--- src/hw/rtl/cmeai_pkg.sv ---
// Shared types, codes and helper functions for the cartridge mapper unit.
// Used by the controller, the datapath and the top level; no dependencies.
package cmeai_pkg;

  // Default depth of one attribute bank (entries of two bits).
  localparam int ATTR_BANK_DEPTH_DEF = 1024;

  // Bus event codes carried in the action field.
  localparam logic [2:0] ACT_REG_WRITE  = 3'd0;
  localparam logic [2:0] ACT_ATTR_WRITE = 3'd1;
  localparam logic [2:0] ACT_ID_READ    = 3'd2;
  localparam logic [2:0] ACT_CPU_TICK   = 3'd3;
  localparam logic [2:0] ACT_PPU_SAMPLE = 3'd4;
  localparam logic [2:0] ACT_PPU_READ   = 3'd5;

  // Register numbers taken from the low four address bits.
  localparam logic [3:0] REG_IRQ_LATCH  = 4'h8;
  localparam logic [3:0] REG_IRQ_RELOAD = 4'h9;
  localparam logic [3:0] REG_CONTROL    = 4'hA;
  localparam logic [3:0] REG_PRG        = 4'hB;
  localparam logic [3:0] REG_CHR_0      = 4'hC;
  localparam logic [3:0] REG_CHR_1      = 4'hD;
  localparam logic [3:0] REG_CHR_2      = 4'hE;
  localparam logic [3:0] REG_CHR_3      = 4'hF;

  // Mirroring modes.
  localparam logic [1:0] MIR_VERTICAL    = 2'd0;
  localparam logic [1:0] MIR_HORIZONTAL  = 2'd1;
  localparam logic [1:0] MIR_SINGLE_LOW  = 2'd2;
  localparam logic [1:0] MIR_SINGLE_HIGH = 2'd3;

  // Address constants.
  localparam logic [11:0] ATTR_WRITE_LIMIT = 12'h800;
  localparam logic [11:0] ID_AREA_START    = 12'h800;
  localparam logic [13:0] NT_AREA_START    = 14'h2000;
  localparam logic [13:0] NT_AREA_END      = 14'h3EFF;
  localparam logic [9:0]  ATTR_AREA_START  = 10'h3C0;
  localparam logic [7:0]  ID_BYTE          = 8'h64;

  typedef struct packed {
    logic [2:0]  action;
    logic [13:0] address;
    logic [7:0]  data;
  } in_item_t;

  typedef struct packed {
    logic [7:0] read_data;
    logic       read_handled;
    logic       irq_line;
    logic [3:0] prg_bank;
    logic [3:0] chr_bank_a;
    logic [3:0] chr_bank_b;
    logic [3:0] chr_bank_c;
    logic [3:0] chr_bank_d;
    logic [1:0] mirroring;
    logic       sram_enable;
  } out_item_t;

  // Commands from the controller to the datapath.
  typedef struct packed {
    logic clear;
    logic load;
    logic exec;
    logic emit;
  } dp_cmd_t;

  // Status from the datapath to the controller.
  typedef struct packed {
    logic clear_last;
    logic out_free;
  } dp_sts_t;

  // Attribute bank chosen by the mirroring mode and the nametable number.
  function automatic logic nt_bank(input logic [1:0] mode, input logic [1:0] nt);
    logic b;
    unique case (mode)
      MIR_VERTICAL:   b = nt[0];
      MIR_HORIZONTAL: b = nt[1];
      MIR_SINGLE_LOW: b = 1'b0;
      default:        b = 1'b1;
    endcase
    return b;
  endfunction

  // Replicates a two-bit attribute into all four fields of a byte.
  function automatic logic [7:0] attr_fill(input logic [1:0] v);
    return {4{v}};
  endfunction

endpackage

--- src/hw/rtl/cmeai_ctrl.sv ---
// Controller state machine for the cartridge mapper unit.
// Depends on cmeai_pkg for the command and status structs.
module cmeai_ctrl import cmeai_pkg::*; (
  input  logic    clk,
  input  logic    rst_n,
  input  logic    in_valid,
  output logic    in_stall,
  input  dp_sts_t sts,
  output dp_cmd_t cmd
);

  typedef enum logic [1:0] {
    ST_CLEAR,
    ST_IDLE,
    ST_EXEC,
    ST_FORM
  } state_t;

  state_t state_r;

  // Inputs are taken only when idle.
  assign in_stall  = (state_r != ST_IDLE);
  assign cmd.clear = (state_r == ST_CLEAR);
  assign cmd.load  = (state_r == ST_IDLE) && in_valid;
  assign cmd.exec  = (state_r == ST_EXEC);
  assign cmd.emit  = (state_r == ST_FORM) && sts.out_free;

  // State register.
  always_ff @(posedge clk) begin
    if (!rst_n) begin
      state_r <= ST_CLEAR;
    end else begin
      unique case (state_r)
        ST_CLEAR: begin
          if (sts.clear_last) begin
            state_r <= ST_IDLE;
          end
        end
        ST_IDLE: begin
          if (in_valid) begin
            state_r <= ST_EXEC;
          end
        end
        ST_EXEC: begin
          state_r <= ST_FORM;
        end
        ST_FORM: begin
          if (sts.out_free) begin
            state_r <= ST_IDLE;
          end
        end
        default: begin
          state_r <= ST_CLEAR;
        end
      endcase
    end
  end

endmodule

--- src/hw/rtl/cmeai_dp.sv ---
// Datapath of the cartridge mapper unit: mapper registers, IRQ counter,
// PPU address history, attribute memory and the output register. Uses cmeai_pkg.
module cmeai_dp import cmeai_pkg::*; #(
  parameter int ATTR_BANK_DEPTH = ATTR_BANK_DEPTH_DEF
) (
  input  logic      clk,
  input  logic      rst_n,
  input  dp_cmd_t   cmd,
  output dp_sts_t   sts,
  input  in_item_t  in_item,
  output logic      out_valid,
  input  logic      out_stall,
  output out_item_t out_item
);

  localparam int ENTRIES = 2 * ATTR_BANK_DEPTH;
  localparam int IDX_W   = $clog2(ATTR_BANK_DEPTH);
  localparam int AW      = $clog2(ENTRIES);

  in_item_t     item_r;
  logic [3:0]   control_r;
  logic [3:0]   prg_r;
  logic [3:0]   chr_r [4];
  logic [7:0]   latch_low_r;
  logic [15:0]  count_r;
  logic [15:0]  count_nxt;
  logic         armed_r;
  logic         pending_r;
  logic [13:0]  addr_now_r;
  logic [13:0]  addr_before_r;
  logic         id_hit_r;
  logic         attr_hit_r;
  logic [AW-1:0] clr_cnt_r;
  logic [1:0]   attr_mem [ENTRIES];
  logic [1:0]   mem_rd_r;
  logic         out_valid_r;
  out_item_t    out_r;

  logic [11:0]  cpu_addr;
  logic         attr_wr;
  logic [AW-1:0] wr_addr;
  logic [AW-1:0] rd_addr;
  logic         ppu_attr_cond;
  logic [7:0]   read_byte;

  assign cpu_addr  = item_r.address[11:0];
  assign count_nxt = count_r - 16'd1;

  // An attribute read inside the nametable area with override enabled.
  assign ppu_attr_cond = control_r[2]
                      && (item_r.address >= NT_AREA_START)
                      && (item_r.address <= NT_AREA_END)
                      && (item_r.address[9:0] >= ATTR_AREA_START);

  // Memory addresses: bank bit on top of the entry index.
  assign attr_wr = cmd.exec && (item_r.action == ACT_ATTR_WRITE)
                && (cpu_addr < ATTR_WRITE_LIMIT);
  assign wr_addr = {cpu_addr[10], cpu_addr[IDX_W-1:0]};
  assign rd_addr = {nt_bank(control_r[1:0], item_r.address[11:10]),
                    addr_before_r[IDX_W-1:0]};

  assign sts.clear_last = &clr_cnt_r;
  assign sts.out_free   = !out_valid_r || !out_stall;

  // Attribute memory: one write port shared by the clearing sweep, one read port.
  always_ff @(posedge clk) begin
    if (cmd.clear) begin
      attr_mem[clr_cnt_r] <= 2'd0;
    end else if (attr_wr) begin
      attr_mem[wr_addr] <= item_r.data[1:0];
    end
    mem_rd_r <= attr_mem[rd_addr];
  end

  // Clearing sweep counter.
  always_ff @(posedge clk) begin
    if (!rst_n) begin
      clr_cnt_r <= '0;
    end else if (cmd.clear) begin
      clr_cnt_r <= clr_cnt_r + 1'b1;
    end
  end

  // Accepted transaction is held for the whole of its processing.
  always_ff @(posedge clk) begin
    if (cmd.load) begin
      item_r <= in_item;
    end
  end

  // Mapper state update and read decode, applied once per transaction.
  always_ff @(posedge clk) begin
    if (!rst_n) begin
      control_r     <= '0;
      prg_r         <= '0;
      for (int i = 0; i < 4; i++) begin
        chr_r[i] <= 4'(i);
      end
      latch_low_r   <= '0;
      count_r       <= '0;
      armed_r       <= 1'b0;
      pending_r     <= 1'b0;
      addr_now_r    <= '0;
      addr_before_r <= '0;
      id_hit_r      <= 1'b0;
      attr_hit_r    <= 1'b0;
    end else if (cmd.exec) begin
      id_hit_r   <= (item_r.action == ACT_ID_READ) && (cpu_addr >= ID_AREA_START);
      attr_hit_r <= (item_r.action == ACT_PPU_READ) && ppu_attr_cond;
      unique case (item_r.action)
        ACT_REG_WRITE: begin
          unique case (item_r.address[3:0])
            REG_IRQ_LATCH: begin
              latch_low_r <= item_r.data;
            end
            REG_IRQ_RELOAD: begin
              count_r   <= {1'b0, item_r.data[6:0], latch_low_r};
              armed_r   <= item_r.data[7];
              pending_r <= 1'b0;
            end
            REG_CONTROL: begin
              control_r <= item_r.data[3:0];
            end
            REG_PRG: begin
              prg_r <= item_r.data[3:0];
            end
            REG_CHR_0, REG_CHR_1, REG_CHR_2, REG_CHR_3: begin
              chr_r[item_r.address[1:0]] <= item_r.data[3:0];
            end
            default: begin
            end
          endcase
        end
        ACT_CPU_TICK: begin
          if (armed_r) begin
            count_r <= count_nxt;
            if (count_nxt == 16'd0) begin
              pending_r <= 1'b1;
            end
          end
        end
        ACT_PPU_SAMPLE: begin
          addr_before_r <= addr_now_r;
          addr_now_r    <= item_r.address;
        end
        default: begin
        end
      endcase
    end
  end

  // Read byte: attribute override first, then the ID byte, else zero.
  always_comb begin
    priority if (attr_hit_r) begin
      read_byte = attr_fill(mem_rd_r);
    end else if (id_hit_r) begin
      read_byte = ID_BYTE;
    end else begin
      read_byte = 8'd0;
    end
  end

  // Output register; it frees as soon as the receiver takes its transaction.
  always_ff @(posedge clk) begin
    if (!rst_n) begin
      out_valid_r <= 1'b0;
    end else if (cmd.emit) begin
      out_valid_r <= 1'b1;
    end else if (!out_stall) begin
      out_valid_r <= 1'b0;
    end
  end

  always_ff @(posedge clk) begin
    if (cmd.emit) begin
      out_r.read_data    <= read_byte;
      out_r.read_handled <= attr_hit_r || id_hit_r;
      out_r.irq_line     <= pending_r;
      out_r.prg_bank     <= prg_r;
      out_r.chr_bank_a   <= chr_r[0];
      out_r.chr_bank_b   <= chr_r[1];
      out_r.chr_bank_c   <= chr_r[2];
      out_r.chr_bank_d   <= chr_r[3];
      out_r.mirroring    <= control_r[1:0];
      out_r.sram_enable  <= control_r[3];
    end
  end

  assign out_valid = out_valid_r;
  assign out_item  = out_r;

`ifndef NO_ASSERTIONS
  // The two read sources never claim the same transaction.
  a_one_source: assert property (@(posedge clk) disable iff (!rst_n)
    !(attr_hit_r && id_hit_r))
    else $error("attribute and ID read both hit");

  // The IRQ pending flag only drops on a reload register write.
  a_pending_fall: assert property (@(posedge clk) disable iff (!rst_n)
    ($past(rst_n) && $fell(pending_r)) |->
      ($past(cmd.exec) && $past(item_r.action) == ACT_REG_WRITE
       && $past(item_r.address[3:0]) == REG_IRQ_RELOAD))
    else $error("IRQ pending cleared without reload write");

  // No result is presented while the memory is still being cleared.
  a_clear_quiet: assert property (@(posedge clk) disable iff (!rst_n)
    cmd.clear |-> (!out_valid_r && !cmd.load && !cmd.exec))
    else $error("activity during clearing sweep");

  // A new result is loaded only when the output register is free.
  a_emit_free: assert property (@(posedge clk) disable iff (!rst_n)
    cmd.emit |-> (!out_valid_r || !out_stall))
    else $error("output register overwritten");
`endif

endmodule

--- src/hw/rtl/cartridge_mapper_ext_attr_irq_unit.sv ---
// Top level of the cartridge mapper unit with attribute RAM and CPU-cycle IRQ.
// Joins cmeai_ctrl and cmeai_dp; types come from cmeai_pkg.
//
// Usage:
//   The input channel (in_valid, in_stall, in_item) carries one bus event per
//   transaction: register write, attribute RAM write, ID read, CPU tick, PPU
//   address sample or PPU read. The result channel (out_valid, out_stall,
//   out_item) returns exactly one transaction per input: read data with its
//   handled flag, the IRQ level, bank numbers, mirroring and SRAM enable.
//   Each event passes through accept, execute (state update and attribute RAM
//   read on its registered port), then loading of the output register, which
//   raises out_valid; loading waits while the output register is still held.
//   After reset the unit sweeps the attribute RAM (2048 entries by default) to
//   zero, one entry per cycle, holding in_stall high until the sweep ends.
//   When the receiver stalls, the result holds in the output register; the
//   next event may be accepted and executed meanwhile, but its result waits
//   until the output register is taken.
module cartridge_mapper_ext_attr_irq_unit import cmeai_pkg::*; #(
  parameter int ATTR_BANK_DEPTH = ATTR_BANK_DEPTH_DEF
) (
  input  logic      clk,
  input  logic      rst_n,
  input  logic      in_valid,
  output logic      in_stall,
  input  in_item_t  in_item,
  output logic      out_valid,
  input  logic      out_stall,
  output out_item_t out_item
);

  dp_cmd_t cmd;
  dp_sts_t sts;

  // Sequencing.
  cmeai_ctrl u_ctrl (
    .clk      (clk),
    .rst_n    (rst_n),
    .in_valid (in_valid),
    .in_stall (in_stall),
    .sts      (sts),
    .cmd      (cmd)
  );

  // Registers, memory and result forming.
  cmeai_dp #(
    .ATTR_BANK_DEPTH (ATTR_BANK_DEPTH)
  ) u_dp (
    .clk       (clk),
    .rst_n     (rst_n),
    .cmd       (cmd),
    .sts       (sts),
    .in_item   (in_item),
    .out_valid (out_valid),
    .out_stall (out_stall),
    .out_item  (out_item)
  );

endmodule
--- config.mk ---
export PLATFORM = sky130hd
export DESIGN_NAME = cartridge_mapper_ext_attr_irq_unit
export DESIGN_NICKNAME = d
export VERILOG_FILES = /design/src/hw/rtl/cmeai_pkg.sv /design/src/hw/rtl/cmeai_ctrl.sv /design/src/hw/rtl/cmeai_dp.sv /design/src/hw/rtl/cartridge_mapper_ext_attr_irq_unit.sv
export SDC_FILE = /design/constraint.sdc
export NUM_CORES = 2
export LEC_CHECK = 0
export BUFFER_PORTS_ARGS = -buffer_cell sky130_fd_sc_hd__buf_4
export CORE_MARGIN = 2
export CORE_UTILIZATION = 35
export DETAILED_ROUTE_END_ITERATION = 10
export SYNTH_ARGS = -nofsm -noshare
export SYNTH_HDL_FRONTEND = slang
export SYNTH_MEMORY_MAX_BITS = 65536
export SYNTH_SLANG_ARGS = --single-unit
--- constraint.sdc ---
create_clock -name clk -period 96.3 [get_ports clk]
set_input_delay 19.26 -clock clk [delete_from_list [all_inputs] [get_ports clk]]
set_output_delay 19.26 -clock clk [all_outputs]
set_load 0.005 [all_outputs]
; After elaboration in Yosys (flattened, before gate mapping)
; Memories as Yosys holds them, arrays and structs flattened. A register that Yosys moved wholly into a read port is not among the register bits.
; Cells that the tools add are included.
[word_totals]
reg_bits = 112
ramBits = 4112
in_bits = 29
output_inout_bits = 35
wordCells = 120
memories = 2
[op_classes]
addsub = 2
order_cmp = 5
eq_ne = 26
n_mux = 33
reduce_logical = 30
[memory_table]
columns = memory, depth, width, read_ports, rd_clocked_by_memory_dff, write_ports, line_no
row1 = u_dp.attr_mem, 2048, 2, 1, 1, 1, cmeai_dp.sv:34  ; logic [1:0] attr_mem [ENTRIES];
row2 = u_dp.chr_r, 4, 4, 4, 4, 4, cmeai_dp.sv:23  ; logic [3:0] chr_r [4];
[ops]
columns = operator, n
row1 = 4-bit == test (second input constant), 8
row2 = 16-bit two-way mux, 2
row3 = 16-bit case mux with 2 select lines, 1
row4 = 1-bit two-way mux, 18
row5 = 16-bit logical NOT, 1
row6 = 16-bit by 1-bit subtractor with 16-bit output (second input constant), 1
row7 = 3-bit AND reduction, 5
row8 = 14-bit greater-or-equal comparator (second input constant), 1
row9 = 14-bit less-or-equal comparator (second input constant), 1
row10 = 2-bit by 1-bit inequality test with 1-bit output (second input constant), 7
row11 = 12-bit greater-or-equal comparator (second input constant), 1
row12 = 12-bit < comparator (second input constant), 1
row13 = 11-bit by 1-bit adder with 11-bit output (second input constant), 1
row14 = 11-bit two-way mux, 1
row15 = 11-bit AND reduction, 1
row16 = 10-bit greater-or-equal comparator (second input constant), 1
row17 = 2-bit two-way mux, 5
row18 = 1-bit logical AND, 9
row19 = 8-bit two-way mux, 1
row20 = 2-bit case mux with 4 select lines, 1
row21 = 4-bit OR reduction, 2
row22 = 7-bit two-way mux, 1
row23 = 2-bit == test (second input constant), 3
row24 = 3-bit by 2-bit == test with 1-bit output (second input constant), 2
row25 = 16 further kinds, 21

; Longest topological paths before layout
[logic_depth]
ltp_word = 9
depth_mapped = 15
depth_no_buf = 10

; By module
; A second synthesis with hierarchy kept.
[hier_totals]
hier_cells = 10747
hier_area_um2 = 174242.1
[modules_own_cells]
columns = module, instances, cells_per_inst, area_per_inst_um2, seq_area_each_um2
row1 = cmeai_dp, 1, 10726, 174073.2, 126501.3
row2 = cmeai_ctrl, 1, 21, 168.9, 40.0

; Worst setup path before layout
; No wires, ideal clock.
[synth_path]
path_kind = reg2reg
startpoint = reg u_ctrl.state_r[0]
endpoint = mem u_dp.attr_mem[0][0] (data pin)
setup_ps = 5583
arrival_time_ps = 27126
t_required_ps = 90717
slack_ps = 63592
path_stages_with_launch = 10
path_buffers = 3
synth_period_minus_slack_ps = 32708
path_cell_list = dfxtp_1 > inv_1 > ha_1 > nand2_1 > nor4_2 > nor2b_1 > buf_2 > buf_4 > buf_2 > and2_1
[synth_via]
elab_chain_cells = 8
elab_cells_between_ends = 9
cone_classes = eq/ne: 1 / mux: 4 / reduce/logical: 4
[synth_lines]
columns = element, line_no
row1 = start: declaration, cmeai_ctrl.sv:19  ; state_t state_r;
row2 = start signal: assignment, cmeai_ctrl.sv:31  ; state_r <= ST_CLEAR;
row3 = start signal: assignment, cmeai_ctrl.sv:36  ; state_r <= ST_IDLE;
row4 = start signal: assignment, cmeai_ctrl.sv:41  ; state_r <= ST_EXEC;
row5 = 2-bit == test, cmeai_ctrl.sv:25  ; assign cmd.exec = (state_r == ST_EXEC);
row6 = 1-bit logical AND, cmeai_dp.sv:56  ; assign attr_wr = cmd.exec && (item_r.action == ACT_ATTR_WRITE)
row7 = 1-bit logical AND, cmeai_dp.sv:57  ; && (cpu_addr < ATTR_WRITE_LIMIT);
row8 = 1-bit two-way mux, cmeai_dp.sv:69  ; end else if (attr_wr) begin
row9 = 1-bit two-way mux *, cmeai_dp.sv:67  ; if (cmd.clear) begin
row10 = 1-bit two-way mux (not written as such) *, cmeai_dp.sv:70  ; attr_mem[wr_addr] <= item_r.data[1:0];
row11 = 2-bit OR reduction (no source line) *, n/a
row12 = 2-bit two-way mux (no source line) *, n/a
row13 = end: declaration, cmeai_dp.sv:34
; Every way passes the cells marked *; elsewhere a longest branch is shown, timed or not.

; Final worst setup path
[layout_path]
startpoint = reg u_ctrl.state_r[1]
endpoint = out in_stall
[layout_via]
elab_chain_cells = 1
[layout_lines]
columns = element, line_no
row1 = 2-bit by 1-bit inequality test with 1-bit output, cmeai_ctrl.sv:22  ; assign in_stall = (state_r != ST_IDLE);
row2 = end: declaration, cartridge_mapper_ext_attr_irq_unit.sv:24  ; output logic in_stall,
; No other way between the ends.

==> qor.csv <==
metric,value,unit
hold_start,u_dp.prg_r[0]$_SDFFE_PN0P_,
synth_edf_count,4166,
drt-total-wl,515,mm
p_leak,64.5,nW
cts_sinks,4238,
ys_warn_count,0,
die_y,710,µm
drv_slew,0,
drt_iter0_drc,12700,
top_usage_layer,met2,
h-tree-depth,5,
ios,64,
clkTransAtPathRegs,60,ps
dp_slack,75530,ps
area_growth,11.6,%
synthCells,10600,
die_area,0.504,mm²
grt_pass1_wl,726,mm
place_congestion,0.816,
use_met1,26.8,%
fp.dieW,710,µm
path_class,flop to output pin,
vias,99800,
viasPerCell,5.67,
period_needed,21070,ps
required,77040,ps
drive_gt1_share,15.3,%
std_cell_rows,259,
cts_resized,0,
ant_nets,0,
r2r_start,u_ctrl.state_r[0]$_SDFFE_PN0P_,
cts_tree,built,
netlist.area_leader.share,71.7,%
grt_use_met3,3.00,%
endpoint_kind,output pin,
setup_ws,75230,ps
worst_pin_slew,1300,ps
reg2reg_slack,89000,ps
grt_usage,19.8,%
core-area,0.497,mm²
antenna_found_initial,33,
synth-seq-cells,4238,
finalSetupViolCount,0,
yosysSeqAreaShare,72.5,%
yosysMostFrequentCell,edfxtp_1,
firstDrtPassIters,6,
yosys_most_used_dff,edfxtp_1,
timing.rr.end,u_dp.attr_mem[265][1]$_DFFE_PP_,
grt.met2_usage,32.8,%
min_path_type,flop to flop,
netlist_top_cells_area,"edfxtp_1 (72%), mux4_2 (7.3%), nor2_1 (4.8%), mux2i_1 (4.7%), o221ai_1 (1.5%)",
nets,10600,
grt_pass1_vias,98800,
yosys.cell_types.count,100,
port_buffers,63,
rsz0062_at_grt,false,
finalCritPeriodShare,21.9,%
status,completed,
setup_tns,0,ps
hold_path_depth,0,
powerDensity,19.1,mW/mm²
max-slew-margin-rel,13.1,%
critPathLaunchType,flop,
placed_cell_area,0.181,mm²
postCtsHoldBufs,0,
hpwl,285,mm
synthArstFlopShare,0,%
wl_per_cell,29.3,µm
initial_core_util,35.1,%
rr_worst_depth,11,
clk_latency,1020,ps
cts_root_buf,clkbuf_16,
numCtsBuffers,430,
cts_buffer_depth,4,
grt_start_max_net_pins,226,
avgSynthCellArea,16.4,µm²
yosys.area.top_type,edfxtp_1,
fmax,47.5,MHz
holdPathEnd,u_dp.out_item[19]$_DFFE_PP_,
cp.arrival,1810,ps
clock_skew,94.2,ps
cp_max_fo,4,
fin_area,0.195,mm²
post-cts-setup-buffer-count,0,
syn_nets,10700,
ir_drop,0.0182,mV
synthTopCellsByCount,"edfxtp_1 (4166), nor2_1 (2223), mux2i_1 (818)",
cap_violations,0,
drc,0,
grt-ovfl-total,0,
mappedNetlistArea,0.175,mm²
hold_viol,0,
-- placed cells by master (no fill, tap or decap), drive strengths merged, types with 7 or more instances in the layout --
master   count
o21ai      126
a31oi       43
a22oi       14
nand4       41
o221ai     297
a32oi        7
bufinv      27
o311ai      11
a211oi      55
mux2        59
buf        368
a311oi       7
o311a        8
inv         29
mux4       623
or3          8
ha           7
o31ai       12
a21oi      233
nor3        93
nor4        29
dfxtp       72
nor2      2229
nand2b      13
nand2      270
a221oi      25
nand3       85
edfxtp    4166
clkbuf     544
diode       15
o22ai      221
and3        13
and2        49
o211ai       9
clkinv     199
mux2i      819
a2111oi     11
-- per-stage QoR --
| step | utilization, % | total power [W] | instances | hold WS (ps) |
|---|---|---|---|---|
| after global placement | 36.5 | 0.00213 | 16800 | 424 |
| after global routing | 39.2 | 0.00380 | 17600 | 355 |
| after CTS | 39.2 | 0.00373 | 17600 | 360 |
| after floorplan | - | 0.00207 | 10600 | 400 |
| final | 39.2 | 0.00371 | 17600 | 370 |
| after detailed placement | 36.5 | 0.00213 | 16800 | 416 |
-- routing by layer --
| layer | vias up | routed length (µm) |
|---|---|---|
| li1 | 41500 | - |
| met1 | 52800 | 205000 |
| met2 | 4613 | 247000 |
| met3 | 861 | 43500 |
| met4 | 8 | 19700 |
| met5 | - | 59 |
-- logic make-up after synthesis --
| kind of cell | Yosys count | share of synthesized area [%] |
|---|---|---|
| AOI/OAI and AO/OA | 1124 | 4.45 |
| buffers and inverters | 897 | 3.04 |
| adders and majority gates | 7 | 0.0502 |
| xor gates and xnor gates | 12 | 0.0602 |
| and+or+nand+nor | 2870 | 6.67 |
| muxes | 1501 | 13.2 |
| DFF | 4238 | 72.5 |
-- critical path, cell delays in order (launching register included) --
cell	delay, ps
dfxtp_1	370
inv_1	80
ha_1	190
inv_1	90
buf_4	120
-- flip-flops by register name, indices dropped and copies added, names as in the netlist, 4 cells and up --
signal / cells
u_dp.addr_before_r: 10
u_dp.addr_now_r: 10
u_dp.attr_mem: 4096
u_dp.prg_r: 4
u_dp.control_r: 4
u_dp.item_r: 13
u_dp.out_item: 16
u_dp.count_r: 16
u_dp.chr_r: 16
out_item: 13
u_dp.latch_low_r: 8
u_dp.clr_cnt_r: 11
u_dp.cpu_addr: 12
-- worst max-delay path by stage --
stage          slack [ps]                      startpoint  cells past startpoint                        endpoint
6_report            75230  u_ctrl.state_r[1]$_SDFFE_PN0P_                      4                        in_stall
5_1_grt             75150  u_ctrl.state_r[1]$_SDFFE_PN0P_                      4                        in_stall
4_1_cts             75150  u_ctrl.state_r[1]$_SDFFE_PN0P_                      4                        in_stall
3_5_place_dp        75530                           rst_n                      6  u_dp.chr_r[0][3]$_SDFFCE_PN0P_
3_3_place_gp        75510                           rst_n                      6  u_dp.chr_r[0][2]$_SDFFCE_PN0P_
2_1_floorplan       63590  u_ctrl.state_r[0]$_SDFFE_PN0P_                      9   u_dp.attr_mem[0][0]$_DFFE_PP_
-- where the power goes --
group          switching, W  internal, W  leakage (nW)
sequential       0.00000448      0.00200          47.4
combinational     0.0000791    0.0000107          10.5
clock              0.000711     0.000910          6.61
total              0.000794      0.00292          64.5
-- area by class of cell --
type / instances / area [µm²]
diodes: 15 / 37.5
clock buffers: 544 / 11400
clock inverters: 242 / 2100
fillers: 45500 / 302000
inverters: 19 / 88.8
multi-input cells: 5514 / 43200
flip-flops and latches: 4238 / 127000
well taps: 6655 / 8330
repair buffers: 368 / 3030
No activity file was read; power rests on OpenSTA's default activity.
